==> src/sv/tppb_pkg.sv <==
// shared types and codes for the tape pulse-pair byte decoder
// no dependencies; used by tppb_decode and tape_pulse_pair_byte_decoder_core
package tppb_pkg;

    localparam int unsigned PulseWidth = 2;
    localparam int unsigned KindWidth  = 2;
    localparam int unsigned ByteWidth  = 8;
    localparam int unsigned CountWidth = 16;
    localparam int unsigned IndexWidth = 4;

    localparam logic [PulseWidth-1:0] PULSE_SHORT  = 2'd0;
    localparam logic [PulseWidth-1:0] PULSE_MEDIUM = 2'd1;
    localparam logic [PulseWidth-1:0] PULSE_LONG   = 2'd2;
    localparam logic [PulseWidth-1:0] PULSE_BAD    = 2'd3;

    localparam logic [KindWidth-1:0] EV_BYTE = 2'd0;
    localparam logic [KindWidth-1:0] EV_END  = 2'd1;
    localparam logic [KindWidth-1:0] EV_ERR  = 2'd2;

    localparam logic [IndexWidth-1:0] REG_ALLOW_LEADING_SHORT = 4'd0;
    localparam logic [IndexWidth-1:0] REG_EXPECTED_BYTES      = 4'd1;

    localparam logic [CountWidth-1:0] COUNT_MAX = '1;

    typedef struct packed {
        logic                  valid;
        logic [KindWidth-1:0]  event_kind;
        logic [ByteWidth-1:0]  data_byte;
        logic                  within_length;
        logic [ByteWidth-1:0]  block_checksum;
        logic [CountWidth-1:0] byte_count;
    } tppb_result_t;

endpackage

==> src/sv/tape_pulse_pair_byte_decoder_core.sv <==
// top level: input register, decoder, result register and config registers
// depends on tppb_pkg and tppb_decode
//
//  channel   ports            carries
//  input     s_t*             one classified pulse per item
//  result    m_t*             data byte, end marker or error
//  config    cfg_*            register index and write data
//
//  one pulse per cycle sustained while results are not stalled; a pulse passes
//  through the input register, then is decoded into the result register
//  aresetn is synchronous: decoder restarts hunting, config returns to defaults
//  a stalled result holds the decoder; the input register still takes one item
//  cfg_ready is always high
module tape_pulse_pair_byte_decoder_core (
    input  logic                               aclk,
    input  logic                               aresetn,
    input  logic                               s_tvalid,
    output logic                               s_tready,
    input  logic [7:0]                         s_tdata,    // [1:0] pulse_class
    output logic                               m_tvalid,
    input  logic                               m_tready,
    output logic [39:0]                        m_tdata,    // [7:0] data_byte, [8] within_length,
                                                           // [16:9] block_checksum, [32:17] byte_count
    output logic [tppb_pkg::KindWidth-1:0]     m_tuser,    // [1:0] event_kind
    input  logic                               cfg_valid,
    output logic                               cfg_ready,
    input  logic [tppb_pkg::IndexWidth-1:0]    cfg_index,
    input  logic [tppb_pkg::CountWidth-1:0]    cfg_data
);

    logic                                in_valid_reg;
    logic [tppb_pkg::PulseWidth-1:0]     in_pulse_reg;
    logic                                out_valid_reg;
    tppb_pkg::tppb_result_t              out_reg;
    logic                                allow_short_reg;
    logic [tppb_pkg::CountWidth-1:0]     expected_reg;
    logic                                advance;
    tppb_pkg::tppb_result_t              res;

    assign advance   = in_valid_reg && (!out_valid_reg || m_tready);
    assign s_tready  = !in_valid_reg || advance;
    assign cfg_ready = 1'b1;

    tppb_decode u_decode (
        .aclk                (aclk),
        .aresetn             (aresetn),
        .step                (advance),
        .pulse_class         (in_pulse_reg),
        .allow_leading_short (allow_short_reg),
        .expected_bytes      (expected_reg),
        .res                 (res)
    );

    always_ff @(posedge aclk) begin
        if (!aresetn) begin
            in_valid_reg <= 1'b0;
        end else if (s_tready) begin
            in_valid_reg <= s_tvalid;
        end
        if (s_tvalid && s_tready) begin
            in_pulse_reg <= s_tdata[tppb_pkg::PulseWidth-1:0];
        end
    end

    always_ff @(posedge aclk) begin
        if (!aresetn) begin
            out_valid_reg <= 1'b0;
        end else if (advance && res.valid) begin
            out_valid_reg <= 1'b1;
        end else if (m_tready) begin
            out_valid_reg <= 1'b0;
        end
        if (advance && res.valid) begin
            out_reg <= res;
        end
    end

    always_ff @(posedge aclk) begin
        if (!aresetn) begin
            allow_short_reg <= 1'b1;
            expected_reg    <= tppb_pkg::COUNT_MAX;
        end else if (cfg_valid && cfg_ready) begin
            unique case (cfg_index)
                tppb_pkg::REG_ALLOW_LEADING_SHORT: allow_short_reg <= cfg_data[0];
                tppb_pkg::REG_EXPECTED_BYTES:      expected_reg    <= cfg_data;
                default: ;
            endcase
        end
    end

    assign m_tvalid = out_valid_reg;
    assign m_tuser  = out_reg.event_kind;
    assign m_tdata  = {7'd0, out_reg.byte_count, out_reg.block_checksum,
                       out_reg.within_length, out_reg.data_byte};

endmodule

==> src/sv/tppb_decode.sv <==
// decoder state and next-state logic: sync hunt, bit pairs, parity, block totals
// depends on tppb_pkg
module tppb_decode (
    input  logic                                aclk,
    input  logic                                aresetn,
    input  logic                                step,
    input  logic [tppb_pkg::PulseWidth-1:0]     pulse_class,
    input  logic                                allow_leading_short,
    input  logic [tppb_pkg::CountWidth-1:0]     expected_bytes,
    output tppb_pkg::tppb_result_t              res
);

    typedef enum logic [1:0] {
        PH_HUNT       = 2'd0,
        PH_AFTER_LONG = 2'd1,
        PH_BITS       = 2'd2
    } phase_t;

    phase_t                            phase_reg, phase_next;
    logic [tppb_pkg::PulseWidth-1:0]   first_pulse_reg, first_pulse_next;
    logic                              pair_half_reg, pair_half_next;
    logic [3:0]                        bit_index_reg, bit_index_next;
    logic [tppb_pkg::ByteWidth-1:0]    shift_byte_reg, shift_byte_next;
    logic                              parity_reg, parity_next;
    logic [tppb_pkg::ByteWidth-1:0]    checksum_reg, checksum_next;
    logic [tppb_pkg::CountWidth-1:0]   bytes_seen_reg, bytes_seen_next;
    logic                              no_byte_yet_reg, no_byte_yet_next;

    logic                              bit_ok;
    logic                              bit_val;
    logic                              parity_new;
    logic                              error_hit;
    logic                              restart_byte;
    logic                              restart_block;

    always_comb begin
        bit_ok  = 1'b0;
        bit_val = 1'b0;
        if (first_pulse_reg == tppb_pkg::PULSE_SHORT && pulse_class == tppb_pkg::PULSE_MEDIUM) begin
            bit_ok = 1'b1;
        end else if (first_pulse_reg == tppb_pkg::PULSE_MEDIUM
                     && pulse_class == tppb_pkg::PULSE_SHORT) begin
            bit_ok  = 1'b1;
            bit_val = 1'b1;
        end
        parity_new = parity_reg ^ bit_val;
    end

    always_comb begin
        phase_next       = phase_reg;
        first_pulse_next = first_pulse_reg;
        pair_half_next   = pair_half_reg;
        bit_index_next   = bit_index_reg;
        shift_byte_next  = shift_byte_reg;
        parity_next      = parity_reg;
        checksum_next    = checksum_reg;
        bytes_seen_next  = bytes_seen_reg;
        no_byte_yet_next = no_byte_yet_reg;
        error_hit        = 1'b0;
        restart_byte     = 1'b0;
        restart_block    = 1'b0;
        res              = '0;

        if (pulse_class == tppb_pkg::PULSE_BAD) begin
            error_hit = 1'b1;
        end else begin
            unique case (phase_reg)
                PH_AFTER_LONG: begin
                    if (pulse_class == tppb_pkg::PULSE_MEDIUM) begin
                        phase_next = PH_BITS;
                    end else if (pulse_class == tppb_pkg::PULSE_SHORT) begin
                        res.valid          = 1'b1;
                        res.event_kind     = tppb_pkg::EV_END;
                        res.block_checksum = checksum_reg;
                        res.byte_count     = bytes_seen_reg;
                        restart_block      = 1'b1;
                    end else begin
                        error_hit = 1'b1;
                    end
                end
                PH_BITS: begin
                    if (!pair_half_reg) begin
                        first_pulse_next = pulse_class;
                        pair_half_next   = 1'b1;
                    end else if (!bit_ok) begin
                        error_hit = 1'b1;
                    end else if (!bit_index_reg[3]) begin
                        pair_half_next  = 1'b0;
                        parity_next     = parity_new;
                        shift_byte_next = shift_byte_reg
                                          | (tppb_pkg::ByteWidth'(bit_val) << bit_index_reg[2:0]);
                        bit_index_next  = bit_index_reg + 4'd1;
                    end else if (!parity_new) begin
                        error_hit = 1'b1;
                    end else begin
                        res.valid         = 1'b1;
                        res.event_kind    = tppb_pkg::EV_BYTE;
                        res.data_byte     = shift_byte_reg;
                        res.within_length = (bytes_seen_reg < expected_bytes);
                        checksum_next     = checksum_reg ^ shift_byte_reg;
                        if (bytes_seen_reg != tppb_pkg::COUNT_MAX) begin
                            bytes_seen_next = bytes_seen_reg + 1'b1;
                        end
                        no_byte_yet_next  = 1'b0;
                        restart_byte      = 1'b1;
                    end
                end
                default: begin
                    if (pulse_class == tppb_pkg::PULSE_LONG) begin
                        phase_next = PH_AFTER_LONG;
                    end else if (!(pulse_class == tppb_pkg::PULSE_SHORT
                                   && allow_leading_short && no_byte_yet_reg)) begin
                        error_hit = 1'b1;
                    end
                end
            endcase
        end

        if (error_hit) begin
            res.valid      = 1'b1;
            res.event_kind = tppb_pkg::EV_ERR;
            restart_block  = 1'b1;
        end

        if (restart_byte || restart_block) begin
            phase_next       = PH_HUNT;
            first_pulse_next = '0;
            pair_half_next   = 1'b0;
            bit_index_next   = '0;
            shift_byte_next  = '0;
            parity_next      = 1'b0;
        end
        if (restart_block) begin
            checksum_next    = '0;
            bytes_seen_next  = '0;
            no_byte_yet_next = 1'b1;
        end

        if (!step) begin
            res.valid = 1'b0;
        end
    end

    always_ff @(posedge aclk) begin
        if (!aresetn) begin
            phase_reg       <= PH_HUNT;
            first_pulse_reg <= '0;
            pair_half_reg   <= 1'b0;
            bit_index_reg   <= '0;
            shift_byte_reg  <= '0;
            parity_reg      <= 1'b0;
            checksum_reg    <= '0;
            bytes_seen_reg  <= '0;
            no_byte_yet_reg <= 1'b1;
        end else if (step) begin
            phase_reg       <= phase_next;
            first_pulse_reg <= first_pulse_next;
            pair_half_reg   <= pair_half_next;
            bit_index_reg   <= bit_index_next;
            shift_byte_reg  <= shift_byte_next;
            parity_reg      <= parity_next;
            checksum_reg    <= checksum_next;
            bytes_seen_reg  <= bytes_seen_next;
            no_byte_yet_reg <= no_byte_yet_next;
        end
    end

endmodule
==> config.mk <==
export PLATFORM = sky130hd
export DESIGN_NAME = tape_pulse_pair_byte_decoder_core
export DESIGN_NICKNAME = d
export VERILOG_FILES = /design/src/sv/tppb_pkg.sv /design/src/sv/tape_pulse_pair_byte_decoder_core.sv /design/src/sv/tppb_decode.sv
export SDC_FILE = /design/constraint.sdc
export NUM_CORES = 1
export LEC_CHECK = 0
export ABC_AREA = 1
export BUFFER_PORTS_ARGS = -buffer_cell sky130_fd_sc_hd__buf_2
export CAP_MARGIN = 40
export CORE_MARGIN = 2
export CORE_UTILIZATION = 45
export CTS_CLUSTER_DIAMETER = 50
export DETAILED_ROUTE_END_ITERATION = 7
export PLACE_DENSITY = 0.63
export SLEW_MARGIN = 20
export SYNTH_ARGS = -nofsm -noshare
export SYNTH_HDL_FRONTEND = slang
export SYNTH_SLANG_ARGS = --single-unit
==> constraint.sdc <==
create_clock -name aclk -period 6.1 [get_ports aclk]
set_clock_uncertainty 0.15 [all_clocks]
set_input_delay 0.61 -clock aclk [delete_from_list [all_inputs] [get_ports aclk]]
set_output_delay 0.61 -clock aclk [all_outputs]
set_load 0.005 [all_outputs]
# Word-level counts from Yosys, hierarchy flattened
# Cells that the tools add are included.
[op_classes] muxes=95 order_cmp=1 eq_ne=14 reduce_logical=38 n_shift=1 n_addsub=2 bitwise_logic=10
[ops] operator="16-bit 2-to-1 mux" n=8
[ops] operator="8-bit 2-to-1 mux" n=13
[ops] operator="24-bit 2-to-1 mux" n=3
[ops] operator="12-bit 2-to-1 mux" n=4
[ops] operator="1-bit 2-to-1 mux" n=45
[ops] operator="36-bit 2-to-1 mux" n=1
[ops] operator="4-bit 2-to-1 mux" n=6
[ops] operator="2-bit nonzero test" n=10
[ops] operator="16-bit by 1-bit adder with 16-bit output, second input constant" n=1
[ops] operator="16-bit < comparator" n=1
[ops] operator="2-bit 2-to-1 mux" n=8
[ops] operator="16-bit inequality test, second input constant" n=1
[ops] operator="5-bit AND reduction" n=2
[ops] operator="3-bit 2-to-1 mux" n=3
[ops] operator="9-bit 2-to-1 mux" n=1
[ops] operator="8-bit bitwise OR" n=1
[ops] operator="8-bit AND reduction" n=1
[ops] operator="1-bit by 3-bit left shift with 8-bit output" n=1
[ops] operator="8-bit bitwise XOR" n=1
[ops] operator="1-bit logical AND" n=7
[ops] operator="1-bit NOT" n=7
[ops] operator="7-bit AND reduction" n=1
[ops] operator="2-bit by 1-bit equality test with 1-bit output, second input constant" n=3
[ops] operator="2-bit equality test, second input constant" n=3
[ops] operator="other kinds (21)" n=29
[word_totals] word_cells=182 reg_bits=99

# Depth between registers and ports, before layout
[logic_depth] depth_word=15 depth_mapped=16 ltp_nobuf=15

# Cells and area by module
# Synthesis repeated with hierarchy kept, for this count alone.
[unflattened] cells_unflattened=606 hier_area_um2=4961.0
[modules_own_cells] mod="tppb_decode" instances=1 area_per_inst_um2=2989.1 cells_per_inst=462
[modules_own_cells] mod="tape_pulse_pair_byte_decoder_core" instances=1 area_per_inst_um2=1971.9 cells_per_inst=144

# Worst setup path before layout
# Ideal clock, no wire load.
[synth_path] path_kind="reg2reg" startpoint="register u_decode.phase_reg[0]" endpoint="register out_reg, in the netlist m_tdata[0] (enable)" period_less_slack_ps=2796 setup_ps=390 stages_incl_launch_ff=12 slack_ps=3304 path_buffers=1 arrival_ps=2256 cell_sequence="dfxtp_1 inv_1 ha_1 o21ai_1 o21ai_2 nand2_2 nand2_4 nand2_2 nand2_4 buf_4 nand2_1 inv_1"
[synth_via] elab_chain_len=6
[synth_lines] element="start, declared" line_no="tppb_decode.sv:19" text="phase_t phase_reg, phase_next;"
[synth_lines] element="start signal, assigned" line_no="tppb_decode.sv:156" text="phase_reg <= phase_next;"
[synth_lines] element="2-bit equality test / 2-bit by 1-bit equality test with 1-bit output (equally long branches)" line_no="tppb_decode.sv:67" text="unique case (phase_reg)"
[synth_lines] element="3-bit one-hot mux with 2 select lines / 1-bit one-hot mux with 2 select lines (equally long branches)" line_no="tppb_decode.sv:67"
[synth_lines] element="36-bit 2-to-1 mux / 1-bit 2-to-1 mux (equally long branches)" line_no="tppb_decode.sv:64" text="if (pulse_class == tppb_pkg::PULSE_BAD) begin"
[synth_lines] element="3-bit 2-to-1 mux (*)" line_no="tppb_decode.sv:119" text="if (error_hit) begin"
[synth_lines] element="1-bit 2-to-1 mux (*)" line_no="tppb_decode.sv:139" text="if (!step) begin"
[synth_lines] element="1-bit logical AND (*)" line_no="tape_pulse_pair_byte_decoder_core.sv:73" text="if (advance && res.valid) begin"
[synth_lines] element="end signal, assigned" line_no="tape_pulse_pair_byte_decoder_core.sv:74" text="out_reg <= res;"
[synth_lines] element="end, declared" line_no="tape_pulse_pair_byte_decoder_core.sv:34" text="tppb_pkg::tppb_result_t out_reg;"
# Every way passes the cells marked *; elsewhere a longest branch is shown, timed or not.
# A chain may end at the register's enable or synchronous reset.

# Worst setup path in the final report
[layout_path] startpoint="register in_pulse_reg[1] in the netlist's numbering" endpoint="register out_reg, in the netlist m_tdata[10] (enable)"
[layout_via] elab_chain_len=14
[layout_lines] element="start, declared" line_no="tape_pulse_pair_byte_decoder_core.sv:32" text="logic [tppb_pkg::PulseWidth-1:0] in_pulse_reg;"
[layout_lines] element="start signal, assigned" line_no="tape_pulse_pair_byte_decoder_core.sv:61" text="in_pulse_reg <= s_tdata[tppb_pkg::PulseWidth-1:0];"
[layout_lines] element="2-bit logical NOT" line_no="tppb_decode.sv:42, tppb_decode.sv:71, tppb_decode.sv:111"
[layout_lines] element="1-bit logical AND" line_no="tppb_decode.sv:42" text="&& pulse_class == tppb_pkg::PULSE_SHORT) begin"
[layout_lines] element="1-bit 2-to-1 mux" line_no="tppb_decode.sv:41" text="end else if (first_pulse_reg == tppb_pkg::PULSE_MEDIUM"
[layout_lines] element="1-bit 2-to-1 mux" line_no="tppb_decode.sv:39" text="if (first_pulse_reg == tppb_pkg::PULSE_SHORT && pulse_class == tppb_pkg::PULSE_MEDIUM) begin"
[layout_lines] element="1-bit bitwise XOR" line_no="tppb_decode.sv:46" text="parity_new = parity_reg ^ bit_val;"
[layout_lines] element="12-bit 2-to-1 mux / 1-bit 2-to-1 mux (equally long branches)" line_no="tppb_decode.sv:93" text="end else if (!parity_new) begin"
[layout_lines] element="12-bit 2-to-1 mux / 1-bit 2-to-1 mux (equally long branches)" line_no="tppb_decode.sv:87" text="end else if (!bit_index_reg[3]) begin"
[layout_lines] element="12-bit 2-to-1 mux / 1-bit 2-to-1 mux (equally long branches)" line_no="tppb_decode.sv:85" text="end else if (!bit_ok) begin"
[layout_lines] element="12-bit 2-to-1 mux / 1-bit 2-to-1 mux (equally long branches)" line_no="tppb_decode.sv:82" text="if (!pair_half_reg) begin"
[layout_lines] element="3-bit one-hot mux with 2 select lines / 1-bit one-hot mux with 2 select lines (equally long branches)" line_no="tppb_decode.sv:67"
[layout_lines] element="36-bit 2-to-1 mux / 1-bit 2-to-1 mux (equally long branches)" line_no="tppb_decode.sv:64"
[layout_lines] element="3-bit 2-to-1 mux (*)" line_no="tppb_decode.sv:119"
[layout_lines] element="1-bit 2-to-1 mux (*)" line_no="tppb_decode.sv:139"
[layout_lines] element="1-bit logical AND (*)" line_no="tape_pulse_pair_byte_decoder_core.sv:73"
# Marked as above.

==> results.sh <==
export IMPL_outcome="complete, no violations"
export IMPL_worst_ep_arrival_time_ns=3.14
export IMPL_ir_worst_vdd_mv=0.128
export IMPL_cts_num_sinks=99
export IMPL_use_met3_pct=3.99
export IMPL_fin_util_pct=51.9
export IMPL_cp_max_fo=21
export IMPL_rsz0062_at_grt="no"
export IMPL_hold_viol=0
export IMPL_via_per_inst=4.97
export IMPL_die_area_um2=11200
export IMPL_cp_end_kind="register"
export IMPL_finalSetupTns_ns=0
export IMPL_drv_slew=0
export IMPL_final_common_cell="inv_1"
export IMPL_p_leak_nw=2.22
export IMPL_num_io_pins=78
export IMPL_yosysSeqAreaShare_pct=50.3
export IMPL_setup_viol=0
export IMPL_initial_core_util_pct=45.9
export IMPL_cts_max_level=3
export IMPL_synth_seq_cells=99
export IMPL_ant_nets=0
export IMPL_busiest_layer="met2"
export IMPL_gp_congestion=0.833
export IMPL_grt_max_degree=33
export IMPL_post_route_period_util_pct=52.9
export IMPL_period_needed_ns=3.23
export IMPL_clk_path_buf_depth=2
export IMPL_area_growth_pct=13.1
export IMPL_remaining_drc_errors=0
export IMPL_dpl_cell_area_um2=5110
export IMPL_fillers=1007
export IMPL_dr_pass1_iters=5
export IMPL_layout_common_cells="86 x inv_1, 69 x nor2_1, 67 x nand2_1, 63 x buf_2, 62 x dfxtp_1"
export IMPL_portBuffers=63
export IMPL_cts_root_buf="clkbuf_8"
export IMPL_r2r_cells=9
export IMPL_clock_latency_ns=0.37
export IMPL_fp_dieW_um=106
export IMPL_min_to="in_pulse_reg[0]"
export IMPL_slew_limit_headroom_pct=56.7
export IMPL_drive_gt1_share_pct=17.6
export IMPL_antenna_found_initial=0
export IMPL_routed_via_count=3782
export IMPL_synthCells=558
export IMPL_wirelength_um=9590
export IMPL_fmax_mhz=310
export IMPL_place_inst=745
export IMPL_grt_remaining_overflow=0
export IMPL_largest_reg_flops=33
export IMPL_cts_reportedPaths_clkPinSlew_ns=0.09
export IMPL_crit_type="reg -> reg"
export IMPL_async_flop_share_pct=0
export IMPL_hold_buffers=0
export IMPL_power_density_nw_per_um2=219
export IMPL_worstPathRequired_ns=6.01
export IMPL_worst_r2r_endpoint="m_tdata[10]"
export IMPL_dp_hpwl_um=7080
export IMPL_syn_area_um2=4680
export IMPL_grt_usage_pct=17.7
export IMPL_grt_util_met2_pct=26.1
export IMPL_cp_start_kind="register"
export IMPL_ys_warn_count=0
export IMPL_core_area_um2=10200
export IMPL_met1_usage_pct=25.2
export IMPL_numCtsBuffers=9
export IMPL_fin_cells=761
export IMPL_synth_edf_count=37
export IMPL_power_total_mw=1.16
export IMPL_whs_path_depth=1
export IMPL_grt_pass1_wl_um=15700
export IMPL_synth_ff_type="dfxtp_1"
export IMPL_cts_setup_buffers=0
export IMPL_hold_path_startpoint="s_tdata[0]"
export IMPL_grt_pass1_vias=3345
export IMPL_die_h_um=106
export IMPL_initialDrtViolationCount=231
export IMPL_cts_tree="yes"
export IMPL_drv_cap=0
export IMPL_synth_area_per_cell_um2=8.38
export IMPL_synthDistinctLibCells=37
export IMPL_reg2reg_slack_ns=2.87
export IMPL_wl_per_cell_um=12.6
export IMPL_layout_nets=672
export IMPL_postLayoutCellArea_um2=5290
export IMPL_cts_resized=0
export IMPL_hold_path_class="in -> reg"
export IMPL_diodes=0
export IMPL_rr_startpoint="in_pulse_reg[1]"
export IMPL_tightestPinTransition_ns=0.649
export IMPL_rows=37
cell families after synthesis:
| kind of cell | after synthesis | synth area share, % |
|---|---|---|
| adders and majority gates | 19 | 5.08 |
| xor gates and xnor gates | 5 | 0.937 |
| AOI/OAI and AO/OA | 107 | 12.8 |
| buffers and inverters | 113 | 10.1 |
| other | 2 | 0.161 |
| DFF | 99 | 50.3 |
| and+or+nand+nor | 213 | 20.6 |
Yosys cell counts, types with 3 or more instances:
master    instances  area share [%]
nor2_1           69             5.5
clkbuf_1         10            0.80
buf_4             9             1.4
nor4_1            4            0.54
nand2_2           7            0.94
nand4_1          14             1.9
o211ai_1          3            0.48
o21ai_0          22             2.4
inv_1            86             6.9
inv_2             5            0.40
ha_1             19             5.1
nand2_1          67             5.4
edfxtp_1         37              24
xor2_1            4            0.75
nor3_1           24             2.6
a21oi_1          61             6.5
o21ai_1           7            0.75
dfxtp_1          62              27
o21ai_2           6             1.1
nand3_1          19             2.0
nand2_4           3            0.72
layer usage:
layer / wire length, um / vias to the layer above
met5: 0 / -
met4: 113 / 0
met3: 532 / 11
met2: 4000 / 106
met1: 4940 / 1711
li1: - / 1954
critical path, cell delays in order (launching register included):
cell and delay, ns:
edfxtp_1 0.52, nor2_2 0.20, nand2_1 0.36, buf_8 0.30, nand2_4 0.10, nand2_2 0.07
nand2_4 0.20, nand2_1 0.12, inv_1 0.50, buf_4 0.39
layout make-up:
type / count / area [um^2] / area share [%]
Clock buffer: 10 / 128 / 2.41
Clock inverter: 6 / 46.3 / 0.876
Inverter: 91 / 342 / 6.46
Multi-Input combinational cell: 352 / 1880 / 35.5
Sequential cell: 99 / 2350 / 44.5
Tap cell: 136 / 170 / 3.22
Timing Repair Buffer: 67 / 373 / 7.05
how the worst max path moves through the flow:
| stage | startpoint | endpoint | slack [ns] | cells past startpoint |
|---|---|---|---|---|
| after global routing | in_pulse_reg[1] | m_tdata[10] | 2.60 | 9 |
| after global placement | in_pulse_reg[1] | m_tdata[10] | 2.58 | 8 |
| final | in_pulse_reg[1] | m_tdata[10] | 2.87 | 9 |
| after detailed placement | in_pulse_reg[1] | m_tuser[0] | 2.78 | 9 |
| after floorplan | u_decode.phase_reg[0] | m_tdata[0] | 3.30 | 11 |
| after CTS | in_pulse_reg[1] | m_tdata[10] | 2.77 | 9 |
where the power goes:
group | internal, mW | switching (mW) | leakage [nW] | total [mW]
sequential | 0.689 | 0.00418 | 0.858 | 0.693
clock | 0.154 | 0.236 | 0.0910 | 0.390
combinational | 0.0250 | 0.0518 | 1.27 | 0.0768
total | 0.868 | 0.292 | 2.22 | 1.16
stage by stage:
stage / hold slack (ns) / worst slack (ns)
4_1_cts: 0.231 / 2.77
2_1_floorplan: 0.277 / 3.30
3_3_place_gp: 0.309 / 2.58
3_5_place_dp: 0.318 / 2.78
5_1_grt: 0.235 / 2.60
6_report: 0.257 / 2.87
Power figures use the tool's default switching activity.
